**config.mk**
```make
export PLATFORM = sky130hd
export DESIGN_NAME = cgbt_lane
export DESIGN_NICKNAME = d
export VERILOG_FILES = /design/src/hdl/cgbt_pkg.sv /design/src/hdl/cgbt_lane.sv
export SDC_FILE = /design/constraint.sdc
export NUM_CORES = 2
export LEC_CHECK = 0
export ABC_AREA = 1
export BUFFER_PORTS_ARGS = -buffer_cell sky130_fd_sc_hd__buf_2
export CELL_PAD_IN_SITES_DETAIL_PLACEMENT = 0
export CELL_PAD_IN_SITES_GLOBAL_PLACEMENT = 1
export CORE_MARGIN = 2
export CORE_UTILIZATION = 54
export CTS_CLUSTER_DIAMETER = 30
export DETAILED_ROUTE_END_ITERATION = 7
export GPL_ROUTABILITY_DRIVEN = 0
export PLACE_DENSITY = 0.94
export RECOVER_POWER = 50
export SLEW_MARGIN = 20
export SYNTH_ARGS = -nofsm -noshare
export SYNTH_HDL_FRONTEND = slang
export SYNTH_SLANG_ARGS = --single-unit
```
**constraint.sdc**
```tcl
create_clock -name i_clk -period 15.7 [get_ports i_clk]
set_input_delay 2.355 -clock i_clk [delete_from_list [all_inputs] [get_ports i_clk]]
set_output_delay 2.355 -clock i_clk [all_outputs]
set_load 0.1 [all_outputs]
```
**src/hdl/cgbt_pkg.sv**
```systemverilog
// shared constants, types and the triangle table of the cut glyph box triangulator
package cgbt_pkg;

    localparam int INDEX_BITS_DEF = 10;
    localparam int FRAC_BITS_DEF  = 16;

    localparam int CELL_W  = 10;
    localparam int CUT_W   = 16;
    localparam int BID_W   = 8;
    localparam int COORD_W = 32;
    localparam int PITCH_W = 31;
    localparam int FACE_W  = 3;
    localparam int ADDR_W  = 5;
    localparam int DATA_W  = 32;

    localparam int NUM_AXES = 3;
    localparam int NUM_TRIS = 12;
    localparam int STAGES   = 5;

    localparam logic [FACE_W-1:0] FACE_LAST  = 3'd5;
    localparam logic [3:0]        LAST_PHASE = 4'(NUM_TRIS - 1);

    // register indexes, byte address bits [4:2]
    localparam logic [2:0] REG_ORIGIN_X = 3'd0;
    localparam logic [2:0] REG_ORIGIN_Y = 3'd1;
    localparam logic [2:0] REG_ORIGIN_Z = 3'd2;
    localparam logic [2:0] REG_PITCH_X  = 3'd3;
    localparam logic [2:0] REG_PITCH_Y  = 3'd4;
    localparam logic [2:0] REG_PITCH_Z  = 3'd5;

    localparam logic signed [COORD_W-1:0] ORIGIN_RST = '0;
    localparam logic [PITCH_W-1:0]        PITCH_RST  = 31'd65536;

    // load enables of the five lane stages
    typedef struct packed {
        logic ld1;
        logic ld2;
        logic ld3;
        logic ld4;
        logic ld5;
    } t_stage_ctl;

    typedef struct packed {
        logic [2:0][NUM_AXES-1:0][COORD_W-1:0] vtx;
        logic [2:0]                            normal_dir;
        logic [BID_W-1:0]                      tri_boundary_id;
        logic                                  last_triangle;
    } t_tri;

    // corners of triangle k, packed as {v2, v1, v0}
    function automatic logic [8:0] tri_corners(input logic [3:0] k);
        logic [8:0] c;
        case (k)
            4'd0:    c = {3'd3, 3'd7, 3'd0};
            4'd1:    c = {3'd7, 3'd4, 3'd0};
            4'd2:    c = {3'd6, 3'd2, 3'd1};
            4'd3:    c = {3'd5, 3'd6, 3'd1};
            4'd4:    c = {3'd5, 3'd1, 3'd0};
            4'd5:    c = {3'd4, 3'd5, 3'd0};
            4'd6:    c = {3'd6, 3'd7, 3'd3};
            4'd7:    c = {3'd2, 3'd6, 3'd3};
            4'd8:    c = {3'd1, 3'd3, 3'd0};
            4'd9:    c = {3'd1, 3'd2, 3'd3};
            4'd10:   c = {3'd7, 3'd5, 3'd4};
            4'd11:   c = {3'd7, 3'd6, 3'd5};
            default: c = '0;
        endcase
        return c;
    endfunction

endpackage

```
**src/hdl/cgbt_lane.sv**
```systemverilog
// five-stage pipeline for one box coordinate: position, magnitude, product, round, cap
module cgbt_lane #(
    parameter int INDEX_BITS = cgbt_pkg::INDEX_BITS_DEF,
    parameter int FRAC_BITS  = cgbt_pkg::FRAC_BITS_DEF
) (
    input  logic                                i_clk,
    input  cgbt_pkg::t_stage_ctl                i_ctl,
    input  logic [INDEX_BITS-1:0]               i_idx,
    input  logic signed [FRAC_BITS+1:0]         i_off,
    input  logic signed [cgbt_pkg::COORD_W-1:0] i_org,
    input  logic [cgbt_pkg::PITCH_W-1:0]        i_pitch,
    output logic signed [cgbt_pkg::COORD_W-1:0] o_coord
);

    localparam int TW  = INDEX_BITS + FRAC_BITS + 2;
    localparam int AW  = TW - 1;
    localparam int AP  = (AW > 33) ? AW : 33;
    localparam int HW  = AP - 32;
    localparam int P1W = HW + cgbt_pkg::PITCH_W;
    localparam int RW  = 64 - FRAC_BITS;
    localparam int SW  = RW + 1;
    localparam logic signed [TW-1:0] HALF_T = TW'(64'd1 << (FRAC_BITS - 1));
    localparam logic [63:0]          HALF_R = 64'd1 << (FRAC_BITS - 1);
    localparam logic [33:0]          CAP    = 34'h2_0000_0000;
    localparam logic [SW-1:0]        CAP_S  = SW'(CAP);

    logic signed [TW-1:0] r_t, n_t, t_neg;
    logic [AW-1:0]        mag;
    logic [AP-1:0]        r_a;
    logic                 r_neg2, r_neg3, r_neg4, r_neg5;
    logic [62:0]          r_p0, n_p0;
    logic [P1W-1:0]       r_p1, n_p1;
    logic [63:0]          sum0;
    logic [RW-1:0]        r_rnd;
    logic [FRAC_BITS-1:0] r_p1lo;
    logic                 r_ovf;
    logic [SW-1:0]        sum1;
    logic [33:0]          r_m, n_m;
    logic signed [34:0]   sorg, sm, v;

    // cell corner at index - 0.5, plus the vertex offset
    assign n_t   = $signed({2'b00, i_idx, {FRAC_BITS{1'b0}}}) - HALF_T + TW'(i_off);
    assign t_neg = -r_t;
    assign mag   = r_t[TW-1] ? t_neg[AW-1:0] : r_t[AW-1:0];

    assign n_p0 = r_a[31:0] * i_pitch;
    assign n_p1 = r_a[AP-1:32] * i_pitch;

    assign sum0 = {1'b0, r_p0} + HALF_R;

    assign sum1 = SW'({r_p1lo, {(32 - FRAC_BITS){1'b0}}}) + SW'(r_rnd);
    assign n_m  = (r_ovf || (sum1 > CAP_S)) ? CAP : sum1[33:0];

    always_ff @(posedge i_clk) begin
        if (i_ctl.ld1) begin
            r_t <= n_t;
        end
        if (i_ctl.ld2) begin
            r_a    <= AP'(mag);
            r_neg2 <= r_t[TW-1];
        end
        if (i_ctl.ld3) begin
            r_p0   <= n_p0;
            r_p1   <= n_p1;
            r_neg3 <= r_neg2;
        end
        if (i_ctl.ld4) begin
            r_rnd  <= sum0[63:FRAC_BITS];
            r_p1lo <= r_p1[FRAC_BITS-1:0];
            r_ovf  <= |r_p1[P1W-1:FRAC_BITS];
            r_neg4 <= r_neg3;
        end
        if (i_ctl.ld5) begin
            r_m    <= n_m;
            r_neg5 <= r_neg4;
        end
    end

    assign sorg = 35'(i_org);
    assign sm   = $signed({1'b0, r_m});
    assign v    = r_neg5 ? (sorg - sm) : (sorg + sm);

    always_comb begin
        if (v[34:31] == 4'b0000 || v[34:31] == 4'b1111) begin
            o_coord = v[31:0];
        end else if (v[34]) begin
            o_coord = 32'sh8000_0000;
        end else begin
            o_coord = 32'sh7FFF_FFFF;
        end
    end

endmodule

```
==> impl_metrics.py <==
metrics = {
    "synthesis": {
        "syn_area_sq_um": 39100,
        "async_flop_share_pct": 0,
        "yosysWarnings": 0,
        "syn_avg_cell_area_sq_um": 7.89,
        "synth-main-ff-cell": "edfxtp_1",
        "netlist_instances": 4952,
        "synth.area.top_cells": "fa_1, edfxtp_1, inv_1",
        "synth_edf_count": 179,
        "yosysSeqAreaShare_pct": 13.8,
        "synth_top_area_share_pct": 37.1,
        "syn_nets": 6015,
        "ys_ff_latch": 179,
        "synthDistinctLibCells": 45,
        "synth_top_cell_by_area": "fa_1",
    },
    "timing": {
        "worst_pin_slew_ps": 1790,
        "setup_tns_ps": 0,
        "min_period_ps": 8830,
        "fin_worst_skew_ps": 23.8,
        "grt_setup_unrepaired": "false",
        "fmax_mhz": 113,
        "min_period_over_period_pct": 56.3,
        "setup_viol": 0,
        "relSlewSlack_pct": -19.1,
        "hold_viol_final": 0,
        "report.final.slew_viol_count": 70,
    },
    "cts": {
        "cts_root_buf": "clkbuf_16",
        "clk_pin_slew_ps": 70,
        "postCtsSetupBuffers": 0,
        "cts_hold_buf": 0,
        "cts_tree": "built",
        "clock_path_buffers": 2,
        "cts-buffers-inserted": 17,
        "cts_resized": 0,
        "cts_sinks": 179,
        "cts_max_level": 4,
        "clk_latency_ps": 460,
    },
    "final_layout": {
        "area_delta_synth_final_pct": 4.69,
        "nets": 6000,
        "fillCellCount": 6707,
        "multi_input_area_sq_um": 27800,
        "ff_latch_area_sq_um": 5380,
        "num_antenna_cells": 0,
        "final_layout_size_suffix_gt1_share_pct": 4.20,
        "fin_util_pct": 57.1,
    },
    "floorplan": {
        "fp.dieW_microns": 273,
        "die_h_microns": 273,
        "rows": 98,
        "core_area_sq_um": 71600,
        "start_util_pct": 54.6,
        "ios": 129,
        "die_area_sq_um": 74500,
    },
    "global_route": {
        "grt_pass1_vias": 32400,
        "grt.overflow.total": 0,
        "grt_pass1_wl_microns": 168000,
        "antenna_found_initial": 0,
        "grt_max_degree": 45,
        "grt_usage_pct": 28.8,
    },
    "critical_path": {
        "slowest_stage": "fa_1",
        "worstPathCellList": "buf_2 > nand2_1 > fa_1 > inv_1 > fa_1 > inv_1 > fa_1 > fa_1 > inv_1 > fa_1 > fa_1 > inv_1 > fa_1 > inv_1 > ha_1 > a21oi_1 > o21ai_0 > a21oi_1 > o21ai_0 > a21oi_1 > o21ai_0 > xor2_1",
        "worstSetupEndpointType": "flip-flop",
        "cpMostUsedCell": "fa_1",
        "start_kind": "input pin",
        "cp_data_required_time_ps": 15860,
        "slowest_delay_ps": 570,
        "reg2regPathDepth": 22,
        "crit_path_max_fanout": 27,
        "cp.arrival_ps": 8990,
        "worstSetupPathType": "in -> reg",
    },
    "detailed_routing": {
        "via_count": 31100,
        "viasPerCell": 5.27,
        "postRouteAntennaNets": 0,
        "drt_first_pass_iters": 6,
        "drt-initial-drc-count": 2336,
        "drt-total-wl_microns": 104000,
        "wl_per_cell_microns": 17.6,
        "drcViolationCount": 0,
    },
    "place": {
        "port-buffer-count": 128,
        "dp_hpwl_microns": 84200,
    },
    "min_path": {
        "hold_path_depth": 0,
        "min_path_type": "reg -> reg",
    },
    "run_status": {
        "violations": "max-capacitance violations, max-slew violations",
        "status": "finished, violations left",
    },
    "flow_run": {
        "drv_cap": 2,
    },
}
## final cells by class
| cell class | count | area share (%) |
|---|---|---|
| well taps | 950 | 2.91 |
| multi-input cells | 3215 | 67.9 |
| clock inverters | 15 | 0.407 |
| inverters | 1369 | 12.6 |
| repair buffers | 155 | 2.05 |
| clock buffers | 17 | 1.04 |
| flip-flops and latches | 179 | 13.1 |
## cells in the final DEF (no fill, tap or decap), types with 4 or more instances in the layout
cell | netlist | layout
clkbuf_1 | 173 | 4
nor4_1 | 21 | 22
edfxtp_1 | 179 | 179
o21ai_0 | 68 | 68
o21bai_1 | 22 | 22
inv_1 | 1367 | 1367
buf_2 | 1 | 124
xor2_1 | 130 | 130
clkbuf_16 | 0 | 17
nor2_1 | 277 | 279
nand2_2 | 7 | 7
nand3_2 | 5 | 5
nor2_2 | 6 | 4
buf_4 | 0 | 27
nor3_1 | 38 | 42
inv_8 | 0 | 5
clkinv_8 | 0 | 4
a31oi_1 | 8 | 8
a21oi_1 | 142 | 142
nand4_1 | 32 | 32
nand2_1 | 1304 | 1304
o21ai_1 | 5 | 5
fa_1 | 725 | 725
ha_1 | 241 | 241
xnor2_1 | 50 | 50
nand3_1 | 85 | 85
a21o_1 | 13 | 13
## metal layers
metal / GRT usage, % / vias to the layer above / part of all wire (%) / routed length, microns
li1: - / 14300 / - / -
met4: 11.8 / 0 / 4.4 / 4590
met5: 0 / - / 0 / 0
met1: 36.2 / 15300 / 39 / 40300
met3: 4.19 / 251 / 7.2 / 7480
met2: 49.9 / 1232 / 50 / 51500
## cells in the mapped netlist, types with 3 or more instances
cell / count
a21boi_0: 3
a21o_1: 13
a21oi_1: 142
a31oi_1: 8
and2_1: 3
buf_1: 9
buf_6: 6
clkbuf_1: 173
edfxtp_1: 179
fa_1: 725
ha_1: 241
inv_1: 1367
nand2_1: 1304
nand2_2: 7
nand3_1: 85
nand3_2: 5
nand4_1: 32
nor2_1: 277
nor2_2: 6
nor3_1: 38
nor3_2: 6
nor4_1: 21
o211ai_1: 3
o21a_1: 3
o21ai_0: 68
o21ai_1: 5
o21bai_1: 22
xnor2_1: 50
xor2_1: 130
## worst max-delay path, delay by kind of cell
kind	cells	cell delay, ps
and+or+nand+nor	1	180
xor gates and xnor gates	1	210
adders and majority gates	8	3970
AOI/OAI and AO/OA	6	1440
buffers and inverters	6	800
## state kept, by name, summed over array words and instances, names as in the netlist
| signal | cells |
|---|---|
| r_neg5 | 1 |
| r_a | 27 |
| r_neg2 | 1 |
| r_p0 | 43 |
| r_t | 28 |
| r_neg3 | 1 |
| r_m | 34 |
| r_neg4 | 1 |
| r_rnd | 43 |
## cell families (layout without fill, tap and decap cells)
logic type | Yosys count | after routing | synth area share, %
AOI/OAI and AO/OA | 275 | 275 | 3.90
xor gates and xnor gates | 180 | 180 | 4.03
adders and majority gates | 966 | 966 | 44.9
buffers and inverters | 1558 | 1556 | 15.1
DFF | 179 | 179 | 13.8
and+or+nand+nor | 1794 | 1794 | 18.4
## metrics by stage
step	hold WS (ps)	setup slack (ps)	instances	area (sq um)
detailed placement	428	6580	5868	40300
global route	441	6660	5900	40900
floorplan	400	7410	4952	39100
finish	435	6870	5900	40900
CTS	444	7050	5900	40900
global placement	405	6610	5868	40300
## path summary, 6_finish.rpt
kind | from | endpoint | slack, ps
min reg2reg | r_neg3 | r_neg4 | 430
max | i_pitch[26] | r_p0[47] | 6870
max reg2reg | r_a[3] | r_p0[47] | 8540
min | r_neg3 | r_neg4 | 430
Power is left out: the tool's default activity adds up to more than one toggle a clock period on the data nets, which glitch-free logic cannot reach.
