===== config.mk =====
export PLATFORM = sky130hd
export DESIGN_NAME = cgbt_emit
export DESIGN_NICKNAME = d
export VERILOG_FILES = /design/src/hdl/cgbt_pkg.sv /design/src/hdl/cgbt_emit.sv
export SDC_FILE = /design/constraint.sdc
export NUM_CORES = 1
export LEC_CHECK = 0
export ABC_CLOCK_PERIOD_IN_PS = 6050
export BUFFER_PORTS_ARGS = -buffer_cell sky130_fd_sc_hd__buf_2
export CORE_AREA = 10 10 186 188
export CTS_CLUSTER_DIAMETER = 200
export DETAILED_ROUTE_END_ITERATION = 12
export DIE_AREA = 0 0 196 198
export PLACE_DENSITY = 0.6
export SYNTH_ARGS = -nofsm -noshare
export SYNTH_HDL_FRONTEND = slang
export SYNTH_SLANG_ARGS = --single-unit

===== constraint.sdc =====
create_clock -name i_clk -period 6.05 [get_ports i_clk]
set_clock_uncertainty 0.15 [all_clocks]
set_input_delay 0.3025 -clock i_clk [delete_from_list [all_inputs] [get_ports i_clk]]
set_output_delay 0.3025 -clock i_clk [all_outputs]
set_load 0.02 [all_outputs]

===== src/hdl/cgbt_pkg.sv =====
// shared constants, types and the triangle table of the cut glyph box triangulator
package cgbt_pkg;

    localparam int INDEX_BITS_DEF = 10;
    localparam int FRAC_BITS_DEF  = 16;

    localparam int CELL_W  = 10;
    localparam int CUT_W   = 16;
    localparam int BID_W   = 8;
    localparam int COORD_W = 32;
    localparam int PITCH_W = 31;
    localparam int FACE_W  = 3;
    localparam int ADDR_W  = 5;
    localparam int DATA_W  = 32;

    localparam int NUM_AXES = 3;
    localparam int NUM_TRIS = 12;
    localparam int STAGES   = 5;

    localparam logic [FACE_W-1:0] FACE_LAST  = 3'd5;
    localparam logic [3:0]        LAST_PHASE = 4'(NUM_TRIS - 1);

    // register indexes, byte address bits [4:2]
    localparam logic [2:0] REG_ORIGIN_X = 3'd0;
    localparam logic [2:0] REG_ORIGIN_Y = 3'd1;
    localparam logic [2:0] REG_ORIGIN_Z = 3'd2;
    localparam logic [2:0] REG_PITCH_X  = 3'd3;
    localparam logic [2:0] REG_PITCH_Y  = 3'd4;
    localparam logic [2:0] REG_PITCH_Z  = 3'd5;

    localparam logic signed [COORD_W-1:0] ORIGIN_RST = '0;
    localparam logic [PITCH_W-1:0]        PITCH_RST  = 31'd65536;

    // load enables of the five lane stages
    typedef struct packed {
        logic ld1;
        logic ld2;
        logic ld3;
        logic ld4;
        logic ld5;
    } t_stage_ctl;

    typedef struct packed {
        logic [2:0][NUM_AXES-1:0][COORD_W-1:0] vtx;
        logic [2:0]                            normal_dir;
        logic [BID_W-1:0]                      tri_boundary_id;
        logic                                  last_triangle;
    } t_tri;

    // corners of triangle k, packed as {v2, v1, v0}
    function automatic logic [8:0] tri_corners(input logic [3:0] k);
        logic [8:0] c;
        case (k)
            4'd0:    c = {3'd3, 3'd7, 3'd0};
            4'd1:    c = {3'd7, 3'd4, 3'd0};
            4'd2:    c = {3'd6, 3'd2, 3'd1};
            4'd3:    c = {3'd5, 3'd6, 3'd1};
            4'd4:    c = {3'd5, 3'd1, 3'd0};
            4'd5:    c = {3'd4, 3'd5, 3'd0};
            4'd6:    c = {3'd6, 3'd7, 3'd3};
            4'd7:    c = {3'd2, 3'd6, 3'd3};
            4'd8:    c = {3'd1, 3'd3, 3'd0};
            4'd9:    c = {3'd1, 3'd2, 3'd3};
            4'd10:   c = {3'd7, 3'd5, 3'd4};
            4'd11:   c = {3'd7, 3'd6, 3'd5};
            default: c = '0;
        endcase
        return c;
    endfunction

endpackage


===== src/hdl/cgbt_emit.sv =====
// glyph holding register and triangle sequencer, one triangle word per cycle while the sink is ready
module cgbt_emit (
    input  logic                                i_clk,
    input  logic                                i_rst_n,
    input  logic                                i_vld,
    input  logic signed [cgbt_pkg::COORD_W-1:0] i_coord [2*cgbt_pkg::NUM_AXES],
    input  logic [cgbt_pkg::BID_W-1:0]          i_bid,
    input  logic                                i_rdy,
    output logic                                o_take,
    output logic                                o_vld,
    output cgbt_pkg::t_tri                      o_tri
);

    logic                                r_busy;
    logic [3:0]                          r_phase;
    logic [cgbt_pkg::BID_W-1:0]          r_bid;
    logic signed [cgbt_pkg::COORD_W-1:0] r_coord [2*cgbt_pkg::NUM_AXES];
    logic                                last;
    logic [8:0]                          corners;
    logic [2:0]                          c;

    assign last   = (r_phase == cgbt_pkg::LAST_PHASE);
    assign o_take = !r_busy || (i_rdy && last);

    always_ff @(posedge i_clk) begin
        if (!i_rst_n) begin
            r_busy  <= 1'b0;
            r_phase <= '0;
            r_bid   <= '0;
        end else if (o_take && i_vld) begin
            r_busy  <= 1'b1;
            r_phase <= '0;
            r_bid   <= i_bid;
        end else if (o_take) begin
            r_busy <= 1'b0;
        end else if (i_rdy) begin
            r_phase <= r_phase + 4'd1;
        end
    end

    always_ff @(posedge i_clk) begin
        if (o_take && i_vld) begin
            r_coord <= i_coord;
        end
    end

    assign corners = cgbt_pkg::tri_corners(r_phase);

    // corner bit 0 xor bit 1 selects high x, bit 1 high y, bit 2 high z
    always_comb begin
        o_tri = '0;
        c     = '0;
        for (int j = 0; j < 3; j++) begin
            c = corners[3*j +: 3];
            o_tri.vtx[j][0] = r_coord[{2'd0, c[0] ^ c[1]}];
            o_tri.vtx[j][1] = r_coord[{2'd1, c[1]}];
            o_tri.vtx[j][2] = r_coord[{2'd2, c[2]}];
        end
        o_tri.normal_dir      = r_phase[3:1];
        o_tri.tri_boundary_id = r_bid;
        o_tri.last_triangle   = last;
    end

    assign o_vld = r_busy;

endmodule


==> impl_results.md, run 1 <==
* Psw at 0.00104 W
* Synth-to-Final Area Change at 57.4%
* DR vias/cell at between 4 and 5
* Pins Over Slew Limit at 0
* Final Util at roughly half
* Final setup fails at 0
* Main synth FF type: edfxtp_1
* First-pass iteration count of the detailed router at 4
* Root Driver: clkbuf_16
* Hold slack at around 0.050 ns
* IR drop worst, VDD at 0.215 mV
* Actual slew at the worst max-slew pin at 1.20 ns
* Dpl ws at 3.13 ns
* Biggest cell delay along the critical path at approximately 0.71 ns
* Crit path time final at 3.14 ns
* Number of I/O port buffers at 505
* Number of enable flip-flop cells after synthesis at 192
* Clock Sinks at 214
* DR WL/cell at 21.7 um
* Worst skew pair latency at approximately 0.53 ns
* Status: complete, no violations
* Setup ws final at between 2 and 3 ns
* Fmax at around 0.32 GHz
* Post-route setup TNS at 0 ns
* TritonCTS clock tree: yes
* Die width at 196 um
* Worst setup EP type: flip-flop
* Antenna violations before repair at 2
* Crit-path cells: ha_1, nand4b_1, a21oi_4, buf_12, mux2i_1, nor2b_1, dlygate4sd3_1
* CTS buffer count at 25
* H-Tree Depth at 1
* Core Region at approximately 31000 um2
* Internal power at about 0.0029 W
* CP max-delay cell: buf_12
* Post-Syn Instances at approximately 620
* Die Area at 38800 um2
* Synth Net Count at 827
* Row count at 65
* DRT Wirelength at approximately 38000 um
* Max-Cap Viols at 0
* Fillers at 2675
* Final layout net count at between 1500 and 2000
* Area of the multi-input gates at roughly 3800 um2
* Slew HR at roughly 20%
* Register share of total power at roughly 45%
* Iteration-0 DRC Markers at roughly 330
* Die H at between 150 and 200 um
* Final antenna-violating net count at 0
* PD cells at around 250 nW/um2
* CP arrival at roughly 3.4 ns
* Clock Pin Slew Worst Setup and Hold Paths at 0.05 ns
* Leakage at approximately 6.7 nW
* Synth warn at 0
* Crit start category: flip-flop
* Crit share post-route at about 52%
* Post-CTS sizing at 0
* Starting Density at approximately a third
* GP Congestion at 0.761
* CP Max Fanout at 202
* CTS max path bufs at 3
* Crit path buf inv count at 2
* Req. time, crit path at 6.31 ns
* Ports at 506
* RSZ-0062 raised after global routing: no
* Post-detail-place hpwl at roughly 27000 um
* #FFs+latches synth at roughly 210
* Clock Power Share at roughly 36%
* FFs w/ async S/R, synth at 0%
* Total gr overflow at 0
* Post-CTS setup buffers at 0
* Remaining DRCs at 0
* Global-route wire length before repair at approximately 56000 um
* Delay-heaviest family, CP: buffers and inverters
* Total track usage at between 15 and 20%
* Sequential-to-total area share from yosys stat at around 61%
* Hold Crit Class: in2reg
* Sw frac at 26.4%
* Post-Syn Area per Cell at around 16 um2
* CTS hold repair buffers at 210
* Synth unique cells at 39
* Mapped Area at about 10000 um2
* Share of cells above drive strength 1 at a little over three fifths
* Vias in the first global route at ~9000
* Via count at 8279
* Final Hold Vio Count at 0
* Comb pwr share at between 10% and 20%
* Reg area at 6210 um2
* Largest net degree at the start of global routing at slightly above 200
* Critical setup path kind: reg2reg
## worst reg2reg max path: cells and delay by family, from the launching register on
| family | cells | cell delay (ns) |
|---|---|---|
| AO/OA/AOI/OAI | 1 | 0.22 |
| multiplexers | 1 | 0.40 |
| AND/OR/NAND/NOR | 2 | 0.27 |
| buffers and inverters | 2 | 1.26 |
| flip-flops | 1 | 0.47 |
| adder cells (fa/ha/maj) | 1 | 0.26 |
## cell type report
type | count | share of cell area (%)
Multi-Input combinational cell | 364 | 23.8
Sequential cell | 214 | 38.7
Tap cell | 402 | 3.14
Inverter | 1 | 0.0234
Timing Repair Buffer | 725 | 29.4
Clock buffer | 32 | 4.07
Clock inverter | 11 | 0.726
Antenna cell | 2 | 0.0312
## worst paths after layout
path / slack (ns) / end / cells after the start / start
hold / removal: 0.05 / r_phase[0] / 2 / i_rst_n
setup reg to reg: 2.91 / r_bid[5] / 7 / r_phase[0]
hold reg to reg: 0.63 / r_phase[2] / 2 / r_phase[2]
setup / recovery: 2.91 / r_bid[5] / 7 / r_phase[0]
## routing by layer
metal / share of wire (%) / global-route usage, % / vias up
li1: - / - / 3831
met1: 37 / 19.9 / 4027
met2: 51 / 32.6 / 382
met3: 9.7 / 6.92 / 39
met4: 1.9 / 4.04 / 0
met5: 0 / 0 / -
## state kept, by name, indices dropped and copies added, names as in the netlist
name     count
r_coord    192
corners      9
r_bid        8
r_phase      4
o_vld        1
## power by group through the flow
stage	logic (W)	registers, W	clock network (W)
CTS	0.000744	0.00176	0.00147
global placement	0.000624	0.00178	0
floorplan	0.000374	0.00178	0
detailed placement	0.000626	0.00179	0
finish	0.000741	0.00176	0.00143
global route	0.000787	0.00177	0.00153
## placed cells by master (no fill, tap or decap), types with 3 or more instances in the layout
cell	instances
mux2i_1	8
nor3_1	5
dfxtp_2	3
nor2_1	8
clkbuf_1	7
dfxtp_1	19
buf_2	505
nand2b_1	3
edfxtp_1	192
buf_4	9
nand3_1	4
mux2_2	288
clkinv_1	6
dlygate4sd3_1	210
nor4_1	3
clkbuf_16	25
xnor2_2	3
nor2b_1	9
a21oi_1	3
## cell usage after synthesis, types with 2 or more instances
cell type,number,share of area (%)
nand2b_1,3,0.18
nand3_1,4,0.20
dfxtp_1,22,4.3
nor2b_1,9,0.55
buf_2,5,0.25
buf_4,5,0.37
buf_1,9,0.33
a21oi_1,4,0.20
nor3_1,5,0.25
mux2i_1,8,0.79
o21ai_0,2,0.098
nand2_1,2,0.074
o31a_1,2,0.17
nor2_1,8,0.29
and3_1,2,0.12
nor4_1,3,0.18
mux2_2,288,32
o31ai_1,2,0.15
xnor2_1,5,0.43
clkbuf_1,24,0.88
edfxtp_1,192,57
## cell families (layout without fill, tap and decap cells)
| kind of cell | count (synthesis) | after routing | share of synthesized area, % |
|---|---|---|---|
| multiplexers | 297 | 297 | 32.8 |
| flip-flops | 214 | 214 | 60.9 |
| buffers and inverters | 44 | 769 | 1.87 |
| AND/OR/NAND/NOR | 42 | 42 | 2.46 |
| AO/OA/AOI/OAI | 16 | 16 | 1.07 |
| XOR/XNOR | 7 | 7 | 0.676 |
| adder cells (fa/ha/maj) | 2 | 2 | 0.221 |
| other | 0 | 2 | 0 |
## per-stage QoR
stage / std cells / cell area, um2 / total power (W)
6_report: 1751 / 16000 / 0.00394
5_1_grt: 1750 / 16000 / 0.00409
4_1_cts: 1749 / 16000 / 0.00397
3_5_place_dp: 1496 / 13200 / 0.00242
3_3_place_gp: 1496 / 13200 / 0.00241
2_1_floorplan: 622 / 10200 / 0.00215
Power figures use the tool's default switching activity.
==> run 2: changes to the inputs <==
Settings changed: ABC_CLOCK_PERIOD_IN_PS 6050 to 3000.
Clock period 6.05 ns to 3 ns, I/O delays scaled along.
==> impl_results.md, run 2 (same netlist as run 1, synthesis figures left out) <==
* Delay-heaviest family, CP: buffers and inverters
* Most flop-heavy register: r_coord
* GP Congestion at between 0.7 and 0.8
* Critical setup path kind: reg2reg
* Total power draw at slightly above 0.008 W
* Clock Sinks at roughly 210
* RSZ-0062 raised after global routing: no
* Most frequent cells in the layout: buf_2 (505), mux2_2 (288), dlygate4sd3_1 (212)
* DR top layer: met4
* Crit start category: flip-flop
* DR WL/cell at 21.0 um
* Row count at between 60 and 70
* Crit-path cells: ha_1, nand4b_1, a21oi_4, buf_12, mux2i_1, nor2b_1, dlygate4sd3_1
* Via count at a little over 8000
* Worst Reg-to-Reg Cells at 7
* CTS max path bufs at 3
* H-Tree Depth at 1
* Total track usage at around 18%
* Vias in the first global route at a little over 9000
* Hold Crit Depth at 4
* Status: complete, no violations
* Number of I/O port buffers at ~510
* CP max-delay cell: dlygate4sd3_1
* Post-route setup TNS at 0 ns
* Final layout net count at 1542
* Worst setup EP type: flip-flop
* Final setup fails at 0
* Slew HR at a little over half
* Worst skew pair latency at 0.51 ns
* Wl on met1 at ~14000 um
* DR vias/cell at 4.67
* CP arrival at 3.03 ns
* Hold slack at 0.0833 ns
* Crit path time final at roughly 2.8 ns
* Core Region at 31100 um2
* RR Endpoint: r_bid[5]
* Final Util at a little over half
* Root Driver: clkbuf_16
* Clock Pin Slew Worst Setup and Hold Paths at approximately 0.060 ns
* Dpl ws at 0.657 ns
* Leakage at between 6 and 7 nW
* Req. time, crit path at 3.25 ns
* Crit path buf inv count at 2
* Die Area at about 39000 um2
* Hold path endpoint: r_phase[2]
* TritonCTS clock tree: yes
* FF-to-FF setup slack at ~0.22 ns
* Fillers at 2643
* Final Hold Vio Count at 0
* Hold path start: i_rdy
* Post-detail-place hpwl at between 20000 and 30000 um
* Reg area at between 6000 and 7000 um2
* CP Max Fanout at 56
* Biggest cell delay along the critical path at 0.55 ns
* RR Startpoint: r_phase[0]
* Total gr overflow at 0
* Synth-to-Final Area Change at 58.7%
* Share of cells above drive strength 1 at between 60% and 70%
* Crit share post-route at approximately 93%
* Die H at 198 um
* Fmax at roughly 0.36 GHz
* Max FFs per register at about 190
* Pins Over Slew Limit at 0
* IR drop worst, VDD at roughly 0.46 mV
* Post-CTS sizing at 0
* Area of the multi-input gates at around 3800 um2
* Met3 routed WL at 3430 um
* Iteration-0 DRC Markers at about 340
* Max-Cap Viols at 0
* Commonest non-fill, non-tap cell in the layout: buf_2
* Remaining DRCs at 0
* Final antenna-violating net count at 0
* Antenna violations before repair at 1
* Global-route wire length before repair at between 50000 and 60000 um
* Actual slew at the worst max-slew pin at slightly below 0.7 ns
* Largest net degree at the start of global routing at 65
* Met2 wire length at roughly 19000 um
* CTS buffer count at 25
* Starting Density at between 30 and 40%
* PD cells at 501 nW/um2
* Setup ws final at around 0.22 ns
* Hold Crit Class: in2reg
* Ports at 506
* First-pass iteration count of the detailed router at 6
* DRT Wirelength at between 30000 and 40000 um
* Die width at roughly 200 um
==> run 2: changes by cell type in the layout (fill, tap and decap cells not counted), sizes merged <==
cell | previous run | this run
buf | 515 | 519
clkinv | 7 | 10
clkbuf | 32 | 30
dlygate4sd3 | 210 | 212
bufinv | 2 | 3
clkinvlp | 0 | 1
diode | 2 | 1
inv | 3 | 2
==> run 2: worst min-delay path: stages <==
cell	delay, ns
buf_2	0.12
nand3_1	0.13
a21oi_1	0.19
nor2_1	0.11
==> run 2: where the power goes <==
part	internal [W]	switching, W	total (W)
sequential	0.00344	0.000108	0.00355
clock	0.00183	0.00122	0.00305
combinational	0.000701	0.000797	0.00150
==> run 2: timing repair <==
item,CTS,global route
setup buffers,0,1
endpoints found under the setup margin,0,8
hold buffers,212,0
hold endpoints to repair,207,0
==> run 2: metal layers <==
layer  vias to the layer above  track usage (%)
met5                         -                0
met4                         0             4.72
met3                        50             6.78
met2                       350             32.0
met1                      3966             19.0
li1                       3836                -
==> run 2: final cells by class <==
type / count / share of cell area (%)
flip-flops and latches: 214 / 38.4
well taps: 402 / 3.11
clock inverters: 15 / 0.960
repair buffers: 731 / 29.7
inverters: 1 / 0.0232
multi-input cells: 364 / 23.6
diodes: 1 / 0.0155
clock buffers: 30 / 4.11
==> run 2: per-stage QoR <==
step	cell area, um2	instances
2_1_floorplan	10200	622
3_3_place_gp	13200	1499
3_5_place_dp	13200	1499
4_1_cts	16200	1756
5_1_grt	16200	1758
6_report	16200	1758
==> run 2: how the worst max path moves through the flow <==
stage | startpoint | to | slack [ns] | depth (start not counted)
after floorplan | r_phase[1] | corners[8] | 0.09 | 6
after global placement | r_phase[0] | corners[8] | 0.72 | 6
after detailed placement | r_phase[0] | corners[6] | 0.66 | 6
after CTS | r_phase[0] | r_bid[5] | 0.10 | 7
after global routing | r_phase[0] | r_bid[5] | 0.13 | 7
final | r_phase[0] | r_bid[5] | 0.22 | 7
