===== config.mk =====
export PLATFORM = sky130hd
export DESIGN_NAME = cgbt_regs
export DESIGN_NICKNAME = d
export VERILOG_FILES = /design/src/hdl/cgbt_pkg.sv /design/src/hdl/cgbt_regs.sv
export SDC_FILE = /design/constraint.sdc
export NUM_CORES = 1
export LEC_CHECK = 0
export ABC_CLOCK_PERIOD_IN_PS = 3900
export BUFFER_PORTS_ARGS = -buffer_cell sky130_fd_sc_hd__buf_2
export CAP_MARGIN = 5
export CORE_MARGIN = 4
export CORE_UTILIZATION = 39
export CTS_CLUSTER_DIAMETER = 80
export CTS_CLUSTER_SIZE = 14
export DETAILED_ROUTE_END_ITERATION = 8
export GPL_ROUTABILITY_DRIVEN = 0
export SYNTH_ARGS = -nofsm -noshare
export SYNTH_HDL_FRONTEND = slang
export SYNTH_SLANG_ARGS = --single-unit

===== constraint.sdc =====
create_clock -name i_clk -period 3.9 [get_ports i_clk]
set_clock_uncertainty 0.15 [all_clocks]
set_input_delay 0.39 -clock i_clk [delete_from_list [all_inputs] [get_ports i_clk]]
set_output_delay 0.39 -clock i_clk [all_outputs]
set_load 0.05 [all_outputs]

===== src/hdl/cgbt_pkg.sv =====
// shared constants, types and the triangle table of the cut glyph box triangulator
package cgbt_pkg;

    localparam int INDEX_BITS_DEF = 10;
    localparam int FRAC_BITS_DEF  = 16;

    localparam int CELL_W  = 10;
    localparam int CUT_W   = 16;
    localparam int BID_W   = 8;
    localparam int COORD_W = 32;
    localparam int PITCH_W = 31;
    localparam int FACE_W  = 3;
    localparam int ADDR_W  = 5;
    localparam int DATA_W  = 32;

    localparam int NUM_AXES = 3;
    localparam int NUM_TRIS = 12;
    localparam int STAGES   = 5;

    localparam logic [FACE_W-1:0] FACE_LAST  = 3'd5;
    localparam logic [3:0]        LAST_PHASE = 4'(NUM_TRIS - 1);

    // register indexes, byte address bits [4:2]
    localparam logic [2:0] REG_ORIGIN_X = 3'd0;
    localparam logic [2:0] REG_ORIGIN_Y = 3'd1;
    localparam logic [2:0] REG_ORIGIN_Z = 3'd2;
    localparam logic [2:0] REG_PITCH_X  = 3'd3;
    localparam logic [2:0] REG_PITCH_Y  = 3'd4;
    localparam logic [2:0] REG_PITCH_Z  = 3'd5;

    localparam logic signed [COORD_W-1:0] ORIGIN_RST = '0;
    localparam logic [PITCH_W-1:0]        PITCH_RST  = 31'd65536;

    // load enables of the five lane stages
    typedef struct packed {
        logic ld1;
        logic ld2;
        logic ld3;
        logic ld4;
        logic ld5;
    } t_stage_ctl;

    typedef struct packed {
        logic [2:0][NUM_AXES-1:0][COORD_W-1:0] vtx;
        logic [2:0]                            normal_dir;
        logic [BID_W-1:0]                      tri_boundary_id;
        logic                                  last_triangle;
    } t_tri;

    // corners of triangle k, packed as {v2, v1, v0}
    function automatic logic [8:0] tri_corners(input logic [3:0] k);
        logic [8:0] c;
        case (k)
            4'd0:    c = {3'd3, 3'd7, 3'd0};
            4'd1:    c = {3'd7, 3'd4, 3'd0};
            4'd2:    c = {3'd6, 3'd2, 3'd1};
            4'd3:    c = {3'd5, 3'd6, 3'd1};
            4'd4:    c = {3'd5, 3'd1, 3'd0};
            4'd5:    c = {3'd4, 3'd5, 3'd0};
            4'd6:    c = {3'd6, 3'd7, 3'd3};
            4'd7:    c = {3'd2, 3'd6, 3'd3};
            4'd8:    c = {3'd1, 3'd3, 3'd0};
            4'd9:    c = {3'd1, 3'd2, 3'd3};
            4'd10:   c = {3'd7, 3'd5, 3'd4};
            4'd11:   c = {3'd7, 3'd6, 3'd5};
            default: c = '0;
        endcase
        return c;
    endfunction

endpackage


===== src/hdl/cgbt_regs.sv =====
// apb register file: grid origin and pitch per axis
module cgbt_regs (
    input  logic                                i_clk,
    input  logic                                i_rst_n,
    input  logic                                i_psel,
    input  logic                                i_penable,
    input  logic                                i_pwrite,
    input  logic [cgbt_pkg::ADDR_W-1:0]         i_paddr,
    input  logic [cgbt_pkg::DATA_W-1:0]         i_pwdata,
    output logic [cgbt_pkg::DATA_W-1:0]         o_prdata,
    output logic signed [cgbt_pkg::COORD_W-1:0] o_org [cgbt_pkg::NUM_AXES],
    output logic [cgbt_pkg::PITCH_W-1:0]        o_pitch [cgbt_pkg::NUM_AXES]
);

    logic signed [cgbt_pkg::COORD_W-1:0] r_org [cgbt_pkg::NUM_AXES];
    logic [cgbt_pkg::PITCH_W-1:0]        r_pitch [cgbt_pkg::NUM_AXES];
    logic                                wr;
    logic [2:0]                          sel;

    assign wr  = i_psel && i_penable && i_pwrite;
    assign sel = i_paddr[4:2];

    always_ff @(posedge i_clk) begin
        if (!i_rst_n) begin
            for (int a = 0; a < cgbt_pkg::NUM_AXES; a++) begin
                r_org[a]   <= cgbt_pkg::ORIGIN_RST;
                r_pitch[a] <= cgbt_pkg::PITCH_RST;
            end
        end else if (wr) begin
            case (sel)
                cgbt_pkg::REG_ORIGIN_X: r_org[0]   <= i_pwdata;
                cgbt_pkg::REG_ORIGIN_Y: r_org[1]   <= i_pwdata;
                cgbt_pkg::REG_ORIGIN_Z: r_org[2]   <= i_pwdata;
                cgbt_pkg::REG_PITCH_X:  r_pitch[0] <= i_pwdata[cgbt_pkg::PITCH_W-1:0];
                cgbt_pkg::REG_PITCH_Y:  r_pitch[1] <= i_pwdata[cgbt_pkg::PITCH_W-1:0];
                cgbt_pkg::REG_PITCH_Z:  r_pitch[2] <= i_pwdata[cgbt_pkg::PITCH_W-1:0];
                default: ;
            endcase
        end
    end

    always_comb begin
        case (sel)
            cgbt_pkg::REG_ORIGIN_X: o_prdata = r_org[0];
            cgbt_pkg::REG_ORIGIN_Y: o_prdata = r_org[1];
            cgbt_pkg::REG_ORIGIN_Z: o_prdata = r_org[2];
            cgbt_pkg::REG_PITCH_X:  o_prdata = {1'b0, r_pitch[0]};
            cgbt_pkg::REG_PITCH_Y:  o_prdata = {1'b0, r_pitch[1]};
            cgbt_pkg::REG_PITCH_Z:  o_prdata = {1'b0, r_pitch[2]};
            default:                o_prdata = '0;
        endcase
    end

    assign o_org   = r_org;
    assign o_pitch = r_pitch;

endmodule


==> results of run 1 <==
==> flip-flops by register name (all words and copies together) (netlist names) <==
name	cells
o_org	96
o_pitch	93
==> power by group through the flow <==
| stage | Sequential (mW) | Clock [mW] | Combinational [mW] |
|---|---|---|---|
| 4_1_cts | 1.95 | 1.95 | 0.352 |
| 3_5_place_dp | 2.00 | 0 | 0.351 |
| 5_1_grt | 1.96 | 2.03 | 0.372 |
| 6_report | 1.95 | 1.91 | 0.351 |
| 2_1_floorplan | 2.05 | 0 | 0.186 |
| 3_3_place_gp | 2.00 | 0 | 0.350 |
==> area by class of cell <==
cell class | count | share of cell area [%]
clock buffer | 18 | 4.04
clock inverter | 12 | 1.96
inverter | 8 | 0.283
multi-input combinational | 583 | 40.3
sequential | 189 | 35.6
tap | 275 | 3.24
timing repair buffer | 286 | 14.5
==> routing by layer <==
layer  track usage (%)  wire length [um]  vias to the layer above
li1                  -                 -                     3430
met1              30.7             12600                     3432
met2              35.5             12900                      229
met3              4.81              1760                       21
met4              5.38               303                        0
met5                 0                 0                        -
==> stage by stage <==
stage               area (um2)  setup WS, ps  utilization [%]  hold WS (ps)  instances
floorplan                 8420          1070                -           426        849
global placement          9990           985             47.2           303       1341
detailed placement        9990           965             47.2           309       1341
CTS                      10600           967             50.2           103       1371
global route             10600           838             50.2           117       1371
finish                   10600           996             50.2           115       1371
==> how the worst max path moves through the flow <==
stage,start,endpoint,slack [ps],cells past startpoint
6_report,i_paddr[4],o_prdata[9],1000,6
5_1_grt,i_paddr[4],o_prdata[9],840,6
4_1_cts,i_paddr[4],o_prdata[9],970,6
3_5_place_dp,i_paddr[4],o_prdata[9],970,6
3_3_place_gp,i_paddr[4],o_prdata[9],980,6
2_1_floorplan,i_paddr[2],o_prdata[10],1070,6
==> worst register-to-register path, stage by stage (launching register included) <==
cell and delay, ps:
dfxtp_1 380, nand2_1 70, mux2i_1 160
==> cells in the final DEF, fill, tap and decap left out, drive strengths merged <==
| cell | netlist | final |
|---|---|---|
| a221oi | 11 | 11 |
| inv | 8 | 12 |
| a22oi | 20 | 20 |
| clkbuf | 28 | 18 |
| nand4 | 1 | 1 |
| nor2b | 7 | 7 |
| nand2 | 220 | 220 |
| nor2 | 5 | 5 |
| o21a | 1 | 1 |
| o21ai | 9 | 9 |
| o221ai | 4 | 4 |
| nand4b | 1 | 1 |
| a32oi | 5 | 5 |
| or2 | 1 | 1 |
| and2 | 1 | 1 |
| clkinvlp | 0 | 2 |
| dfxtp | 189 | 189 |
| mux2i | 213 | 213 |
| a21oi | 11 | 11 |
| a2bb2oi | 2 | 2 |
| mux2 | 45 | 45 |
| nor3b | 1 | 1 |
| clkinv | 0 | 1 |
| nand3b | 1 | 1 |
| or3 | 4 | 4 |
| o32ai | 7 | 7 |
| bufinv | 0 | 5 |
| a221o | 7 | 7 |
| nor3 | 4 | 4 |
| buf | 41 | 286 |
| nand2b | 2 | 2 |
==> cell families after synthesis <==
| kind of cell | Yosys count |
|---|---|
| flops | 189 |
| compound gates | 77 |
| mux | 258 |
| simple gates | 248 |
| buf+inv | 77 |
==> metrics.cfg, run 1 <==
[synthesis]
ys_warn_count = 0
synthSimpleGateAreaFrac_pct = 12.2
netlist.area_leader.share_pct = 44.9
ys_ff_latch = 189
seq_area_frac_synth_pct = 44.9
synth_fp_nets = 891
synthAdderAreaFrac_pct = 0
synthTopCellsByCount = nand2_1, mux2i_1, dfxtp_1, mux2_2, clkbuf_1
syn-instance-count = 849
synthXorXnorAreaFrac_pct = 0
async_flop_share_pct = 0
synth.avg_cell_area_um2 = 9.92
yosysTopAreaCell = dfxtp_1
yosys-top-cells-area = dfxtp_1, mux2i_1, nand2_1
synth.most_common_cell = nand2_1
yosysUniqueCellTypes = 34
synth_compound_area_share_pct = 6.91
synth_top_family_by_area = multiplexers
synth-main-ff-cell = dfxtp_1
synth_edf_count = 0
synthMuxAreaShare_pct = 31.3
netlist_area_um2 = 8420

[worst_hold_path]
hold_depth = 3
worstHoldPathType = input pin to flop
holdPathEnd = o_pitch[78]
hold_start = i_pwdata[16]

[sta]
rsz0062_at_grt = no
slew-limit-headroom_pct = 45.4
fmax_mhz = 344
finalCritPeriodShare_pct = 74.5
slew_viol_final = 0
tightest_slew_ps = 817
final.min_clock_period_ps = 2900
setup_tns_ps = 0
setup_viol = 0
hold_viol = 0

[placement]
hpwl_um = 18400
portBuffers = 260

[cts]
cts_max_path_buffers = 2
cts_hold_buf = 0
cts_setup_buffers = 0
htree_levels = 4
clkSinkCount = 189
cts_buffers = 17
clkTransAtPathRegs_ps = 80
insertion_delay_ps = 420
cts_tree = built
ctsResizeCount = 0
cts-root-buf = clkbuf_16

[power]
switching_share_pct = 24.7
seqPwrFrac_pct = 46.3
ir_drop_mv = 0.274
combPwrFrac_pct = 8.3
p_switching_mw = 1.04
pwr-share-clk_pct = 45.4
power.density_nw_per_um2 = 397
p_leak_nw = 4.49
power.total_mw = 4.22
p_int_mw = 3.18

[setup_path]
cp_slowest_stage_delay_ps = 740
endpoint_kind = output port
worst_r2r_path_depth = 2
crit_slowest_cell = nor2b_2
worstPathRequired_ps = 3360
critPathMaxFanout = 15
cpMostUsedCell = buf_2
timing.rr.end = o_pitch[48]
cp_cell_sequence = buf_2 > nor2b_2 > buf_4 > a22oi_1 > a21oi_1 > buf_2
r2r-start = o_pitch[48]
path_delay_family = buffers and inverters
path_buf_inv = 3
worstSetupStartpointType = input pin
critical_path_class = input pin to output port
ff2ff_setup_slack_ps = 3070
cp.arrival_ps = 2360

[global_routing]
grt_usage_pct = 22.2
grt_pass1_wl_um = 41700
antenna_found_initial = 0
grt_overflow = 0
grt_pass1_vias = 6874
grt_max_degree = 78

[floorplanning]
dieArea_um2 = 24000
row_count = 53
boundaryPins = 263
dieWidth_um = 155
dieHeight_um = 155
start_util_pct = 39.8
coreArea_um2 = 21200

[detailed_routing]
vias = 7112
firstDrtPassIters = 5
routed_via_density = 5.19
wl_per_cell_um = 20.2
drt_iter0_drc = 464
ant_nets = 0
drt-total-wl_um = 27600
remaining_drc_errors = 0

[run]
drv_cap = 0

[cells_and_area]
syn_to_final_growth_pct = 26.1
drive_above_1_share_pct = 33.8
layout.nets = 1127
multiInputGateArea_um2 = 4290
antennaDiodeCount = 0
regArea_um2 = 3780
n_fill_cell = 1992

[status]
outcome = finished clean

No activity file was read; power rests on OpenSTA's default activity.
==> run 2, diff against run 1 <==
--- a/config.mk
+++ b/config.mk
@@ -5,7 +5,8 @@
 export SDC_FILE = /design/constraint.sdc
 export NUM_CORES = 1
 export LEC_CHECK = 0
-export ABC_CLOCK_PERIOD_IN_PS = 3900
+export ABC_AREA = 1
+export ABC_CLOCK_PERIOD_IN_PS = 2700
 export BUFFER_PORTS_ARGS = -buffer_cell sky130_fd_sc_hd__buf_2
 export CAP_MARGIN = 5
 export CORE_MARGIN = 4
==> constraint.sdc (replaced) <==
create_clock -name i_clk -period 2.7 [get_ports i_clk]
set_clock_uncertainty 0.15 [all_clocks]
set_input_delay 0.27 -clock i_clk [delete_from_list [all_inputs] [get_ports i_clk]]
set_output_delay 0.27 -clock i_clk [all_outputs]
set_load 0.05 [all_outputs]
==> metrics.cfg, run 2 <==
[global_routing]
grt_overflow = 0  ; unchanged
antenna_found_initial = 1  ; +1
grt_max_degree = 70  ; -10%
grt_usage_pct = 25.3  ; +3.1 points
grt_pass1_vias = 8640  ; +26%
grt_pass1_wl_um = 52400  ; +26%

[synthesis]
netlist.area_leader.share_pct = 40.9  ; -4.0 points
yosysTopAreaCell = dfxtp_1
syn-instance-count = 1482  ; +75%
synth.most_common_cell = nand2_1
synthTopCellsByCount = nand2_1, nor2_1, nand3_1, dfxtp_1, inv_1
seq_area_frac_synth_pct = 40.9  ; -4.0 points
ys_ff_latch = 189  ; unchanged
async_flop_share_pct = 0  ; unchanged
ys_warn_count = 0  ; unchanged
synth_edf_count = 0  ; unchanged
synth.avg_cell_area_um2 = 6.23  ; -37%
yosys-top-cells-area = dfxtp_1, nand2_1, nor2_1
netlist_area_um2 = 9240  ; +9.7%
yosysUniqueCellTypes = 17  ; -50%
synth-main-ff-cell = dfxtp_1
synth_fp_nets = 1524  ; +71%

[sta]
setup_tns_ps = 0  ; unchanged
slew_viol_final = 0  ; unchanged
final.min_clock_period_ps = 2290
rsz0062_at_grt = no
tightest_slew_ps = 479  ; -338 ps
fin_ws_ps = 414  ; -581 ps
slew-limit-headroom_pct = 68.1  ; +23 points
finalCritPeriodShare_pct = 84.7
setup_viol = 0  ; unchanged
hold_viol = 0  ; unchanged
fmax_mhz = 438

[detailed_routing]
vias = 10000  ; +41%
wl_per_cell_um = 17.0  ; -16%
drt-total-wl_um = 34300  ; +24%
ant_nets = 0  ; unchanged
firstDrtPassIters = 6  ; +1
routed_via_density = 4.96  ; -4.3%
remaining_drc_errors = 0  ; unchanged
drt_iter0_drc = 917  ; +98%

[worst_hold_path]
worstHoldPathType = input pin to flop
hold_start = i_pwdata[31]
holdPathEnd = o_org[95]
hold_depth = 5  ; +2

[setup_path]
cp_slowest_stage_delay_ps = 360  ; -380 ps
cpMostUsedCell = nand2_1
endpoint_kind = output port
crit_slowest_cell = buf_2
cp.arrival_ps = 1870  ; -490 ps
critPathMaxFanout = 64  ; +49
worstPathRequired_ps = 2280  ; -1080 ps
timing.rr.end = o_org[88]
ff2ff_setup_slack_ps = 1880  ; -1190 ps
cp_cell_sequence = buf_2 > nand2_1 > nor2_4 > buf_12 > nand2_1 > nand2_1 > inv_1 > nand2_1 > buf_2
critical_path_class = input pin to output port
worstSetupStartpointType = input pin
worst_r2r_path_depth = 2  ; unchanged
r2r-start = o_org[88]

[cts]
htree_levels = 4  ; unchanged
cts_max_path_buffers = 2  ; unchanged
cts-root-buf = clkbuf_16
clkSinkCount = 189  ; unchanged
cts_buffers = 17  ; unchanged
cts_tree = built
insertion_delay_ps = 430  ; about the same
clkTransAtPathRegs_ps = 70  ; about the same
cts_setup_buffers = 0  ; unchanged

[cells_and_area]
mostFrequentLayoutCells = nand2_1, nor2_1, buf_2
layout.nets = 1726  ; +53%
syn_to_final_growth_pct = 24.0
largest_register_ffs = 96  ; unchanged
fin_util_pct = 49.0  ; -1.2 points
final_common_cell = nand2_1
drive_above_1_share_pct = 20.0  ; -14 points

[floorplanning]
dieHeight_um = 162  ; +4.5%
dieArea_um2 = 26200  ; +9.2%
coreArea_um2 = 23400  ; +11%
start_util_pct = 39.5  ; -0.34 points
row_count = 56  ; +5.7%
dieWidth_um = 162  ; +4.5%
boundaryPins = 263  ; unchanged

[power]
power.density_nw_per_um2 = 567  ; +43%
p_leak_nw = 5.85  ; +30%
power.total_mw = 6.50  ; +54%
ir_drop_mv = 0.356  ; +30%

[run]
drv_cap = 0  ; unchanged

[status]
outcome = finished clean

[placement]
pre_cts_slack_ps = 466  ; -500 ps
portBuffers = 260  ; unchanged
hpwl_um = 23800  ; +30%

[run 2: changes by cell type after synthesis, moves of 7 or more]
cell	before	now
nor2b_1	7	0
inv_1	8	64
a22oi_1	20	0
a221o_1	7	0
a221oi_1	11	0
nand3_1	0	199
nor2_1	4	411
mux2_2	45	0
nand2_1	220	429
buf_2	19	51
mux2i_1	213	0
o32ai_1	7	0
nand4_1	1	57
buf_1	1	16
[run 2: layout make-up]
class	instances	area, um2
Antenna cell	1	2.50
Tap cell	319	399
Clock inverter	12	229
Inverter	67	253
Timing Repair Buffer	294	1690
Clock buffer	20	447
Fill cell	2544	11900
Sequential cell	189	3780
Multi-Input combinational cell	1115	4660
[run 2: logic make-up (layout without fill, tap and decap cells)]
kind of cell / count (synthesis) / after routing / synth area share [%]
AOI/OAI and AO/OA: 8 / 8 / 0.433
DFF: 189 / 189 / 40.9
and+or+nand+nor: 1107 / 1107 / 49.9
other: 0 / 1 / 0
buffers and inverters: 178 / 393 / 8.73
[run 2: through the flow]
stage | hold slack [ps] | cells | area (um2)
2_1_floorplan | 246 | 1482 | 9240
3_3_place_gp | 331 | 1983 | 10800
3_5_place_dp | 337 | 1983 | 10800
4_1_cts | 49.6 | 2016 | 11500
5_1_grt | 92.4 | 2017 | 11500
6_report | 56.7 | 2017 | 11500
[run 2: per-layer routing]
layer	routed length [um]	track usage, %	vias up
met5	0	0	-
li1	-	-	5032
met4	773	7.69	0
met2	13800	34.0	431
met1	16600	39.8	4513
met3	3130	5.58	38
[run 2: what timing repair did]
action | 4_1_cts | 5_1_grt
gates resized for setup | 0 | 0
hold endpoints to repair | 3 | 0
hold buffers | 1 | 0
[run 2: worst max path at each step]
stage	startpoint	to	cells after the start
after floorplan	i_paddr[3]	o_prdata[0]	7
after global placement	i_paddr[2]	o_prdata[28]	9
after detailed placement	i_paddr[2]	o_prdata[28]	9
after CTS	i_paddr[2]	o_prdata[28]	9
after global routing	i_paddr[2]	o_prdata[28]	9
final	i_paddr[2]	o_prdata[28]	9
[run 2: where the power goes]
group	total, mW	internal (mW)	switching, mW
logic	0.710	0.167	0.543
registers	2.85	2.82	0.0284
clock network	2.94	1.78	1.17
[run 2: critical path: cells and delay by family]
family | cells | cell delay, ps
buffers and inverters | 4 | 900
and+or+nand+nor | 5 | 590
==> run 3, diff against run 2 <==
--- a/config.mk
+++ b/config.mk
@@ -6,7 +6,7 @@
 export NUM_CORES = 1
 export LEC_CHECK = 0
 export ABC_AREA = 1
-export ABC_CLOCK_PERIOD_IN_PS = 2700
+export ABC_CLOCK_PERIOD_IN_PS = 2150
 export BUFFER_PORTS_ARGS = -buffer_cell sky130_fd_sc_hd__buf_2
 export CAP_MARGIN = 5
 export CORE_MARGIN = 4
==> constraint.sdc (replaced) <==
create_clock -name i_clk -period 2.15 [get_ports i_clk]
set_clock_uncertainty 0.15 [all_clocks]
set_input_delay 0.215 -clock i_clk [delete_from_list [all_inputs] [get_ports i_clk]]
set_output_delay 0.215 -clock i_clk [all_outputs]
set_load 0.05 [all_outputs]
==> metrics.cfg, run 3 (synthesis gave the netlist of run 2 again) <==
[sta]
fmax_mhz = 504
finalCritPeriodShare_pct = 92.2
slew_viol_final = 0  ; unchanged
rsz0062_at_grt = no
slew-limit-headroom_pct = 73.5  ; +5.4 points
setup_viol = 0  ; unchanged
hold_viol = 0  ; unchanged
setup_tns_ps = 0  ; unchanged
final.min_clock_period_ps = 1980
tightest_slew_ps = 398  ; -80.7 ps

[floorplanning]
boundaryPins = 263  ; unchanged
dieHeight_um = 162  ; unchanged
start_util_pct = 39.5  ; unchanged
dieArea_um2 = 26200  ; unchanged
row_count = 56  ; unchanged
coreArea_um2 = 23400  ; unchanged
dieWidth_um = 162  ; unchanged

[setup_path]
cp.arrival_ps = 1620  ; -250 ps
worstSetupStartpointType = input pin
endpoint_kind = output port
cp_slowest_stage_delay_ps = 280  ; -80 ps
worst_r2r_path_depth = 3  ; +1
r2r-start = o_pitch[16]
worstPathRequired_ps = 1780  ; -500 ps
crit_slowest_cell = buf_12
startpoint = i_paddr[2]
critical_path_class = input pin to output port
cpMostUsedCell = nand2_1
cp_cell_sequence = buf_2 > nand2_1 > nor2_4 > buf_12 > nand2_1 > nand2_1 > inv_1 > nand2_1 > buf_2
critPathMaxFanout = 64  ; unchanged

[global_routing]
busiest_layer = met1
use_met1_pct = 40.3  ; +0.58 points
grt_usage_pct = 25.2  ; -0.15 points
grt_max_degree = 87  ; +24%
grt_overflow = 0  ; unchanged
antenna_found_initial = 1  ; unchanged
grt_pass1_vias = 8553  ; -1.0%
grt_pass1_wl_um = 52000  ; -0.84%
use_met3_pct = 5.10  ; -0.48 points
grtUsageMet2_pct = 34.0  ; +0.038 points

[detailed_routing]
wl_per_cell_um = 16.9  ; -0.75%
vias = 9959  ; -0.55%
routed_via_density = 4.92  ; -0.89%
drt_iter0_drc = 926  ; +0.98%
firstDrtPassIters = 5  ; -1
ant_nets = 0  ; unchanged
drt-total-wl_um = 34100  ; -0.41%
remaining_drc_errors = 0  ; unchanged

[power]
switching_share_pct = 28.4  ; +1.7 points
pwr-share-clk_pct = 41.5  ; -3.8 points
seqPwrFrac_pct = 46.6  ; +2.8 points
p_leak_nw = 5.84  ; -0.13%
combPwrFrac_pct = 11.8  ; +0.9 points
p_int_mw = 5.50  ; +15%
p_switching_mw = 2.18  ; +25%
power.density_nw_per_um2 = 667  ; +17%
ir_drop_mv = 0.417  ; +17%

[cells_and_area]
syn_to_final_growth_pct = 24.7
mostFrequentLayoutCells = nand2_1, nor2_1, buf_2
drive_above_1_share_pct = 20.1  ; +0.047 points
layout.nets = 1732  ; +0.35%
stdcell_area_um2 = 11500  ; +0.49%
final_common_cell = nand2_1
largest_register_ffs = 96  ; unchanged
fin_util_pct = 49.2  ; +0.24 points

[cts]
cts-root-buf = clkbuf_16
insertion_delay_ps = 420  ; about the same
clkSinkCount = 189  ; unchanged
cts_max_path_buffers = 2  ; unchanged
cts_tree = built
htree_levels = 4  ; unchanged
clkTransAtPathRegs_ps = 80  ; about the same
cts_buffers = 17  ; unchanged

[worst_hold_path]
worstHoldPathType = input pin to flop
hold_start = i_pwdata[24]
hold_depth = 5  ; unchanged

[placement]
place_area_um2 = 10900  ; +1.1%
portBuffers = 260  ; unchanged
hpwl_um = 23800  ; about the same

[run]
drv_cap = 0  ; unchanged

[status]
outcome = finished clean

run 3: cell types whose count changed in the layout (fill, tap and decap cells not counted), sizes merged:
cell and delta:
dlygate4sd3 +3, clkinvlp +3, bufinv -4, diode +1
clkinv +1, buf +3
run 3: path summary, 6_finish.rpt:
path | to | slack, ps
setup / recovery | o_prdata[9] | 170
hold / removal | o_pitch[24] | 50
setup reg to reg | o_pitch[16] | 860
hold reg to reg | o_pitch[31] | 350
run 3: layout make-up:
cell class,count,area (um2)
inverter,67,253
timing repair buffer,300,1840
clock inverter,12,136
clock buffer,20,437
fill,2514,11900
antenna,2,5.00
sequential,189,3780
tap,319,399
multi-input combinational,1115,4660
run 3: power groups by stage:
stage	registers, mW	logic (mW)	clock network, mW
final	3.58	0.909	3.19
after global routing	3.59	0.977	3.39
after CTS	3.58	0.904	3.23
after detailed placement	3.66	0.898	0
after global placement	3.66	0.892	0
after floorplan	3.81	0.454	0
run 3: critical path, delay by kind of cell:
family,cells,cell delay (ps)
buffers and inverters,4,820
AND/OR/NAND/NOR,5,540
run 3: what timing repair did:
item | CTS | global route
endpoints found under the setup margin | 0 | 1
hold endpoints to repair | 4 | 0
buffers inserted | 0 | 0
gates resized for setup | 0 | 1
hold buffers | 4 | 0
run 3: metal layers:
metal	part of all wire, %	up-vias	routed length [um]
li1	-	5055	-
met1	49	4485	16700
met2	41	386	14000
met3	8.5	33	2900
met4	1.7	0	578
met5	0	-	0
run 3: stage by stage:
stage                     power (mW)  hold slack (ps)  setup slack, ps  instances
final                           7.68             53.6              168       2024
after global routing            7.95             75.4             44.9       2023
after CTS                       7.71             50.8              126       2022
after detailed placement        4.56              341              123       1986
after global placement          4.55              335              131       1986
after floorplan                 4.27              191              417       1482
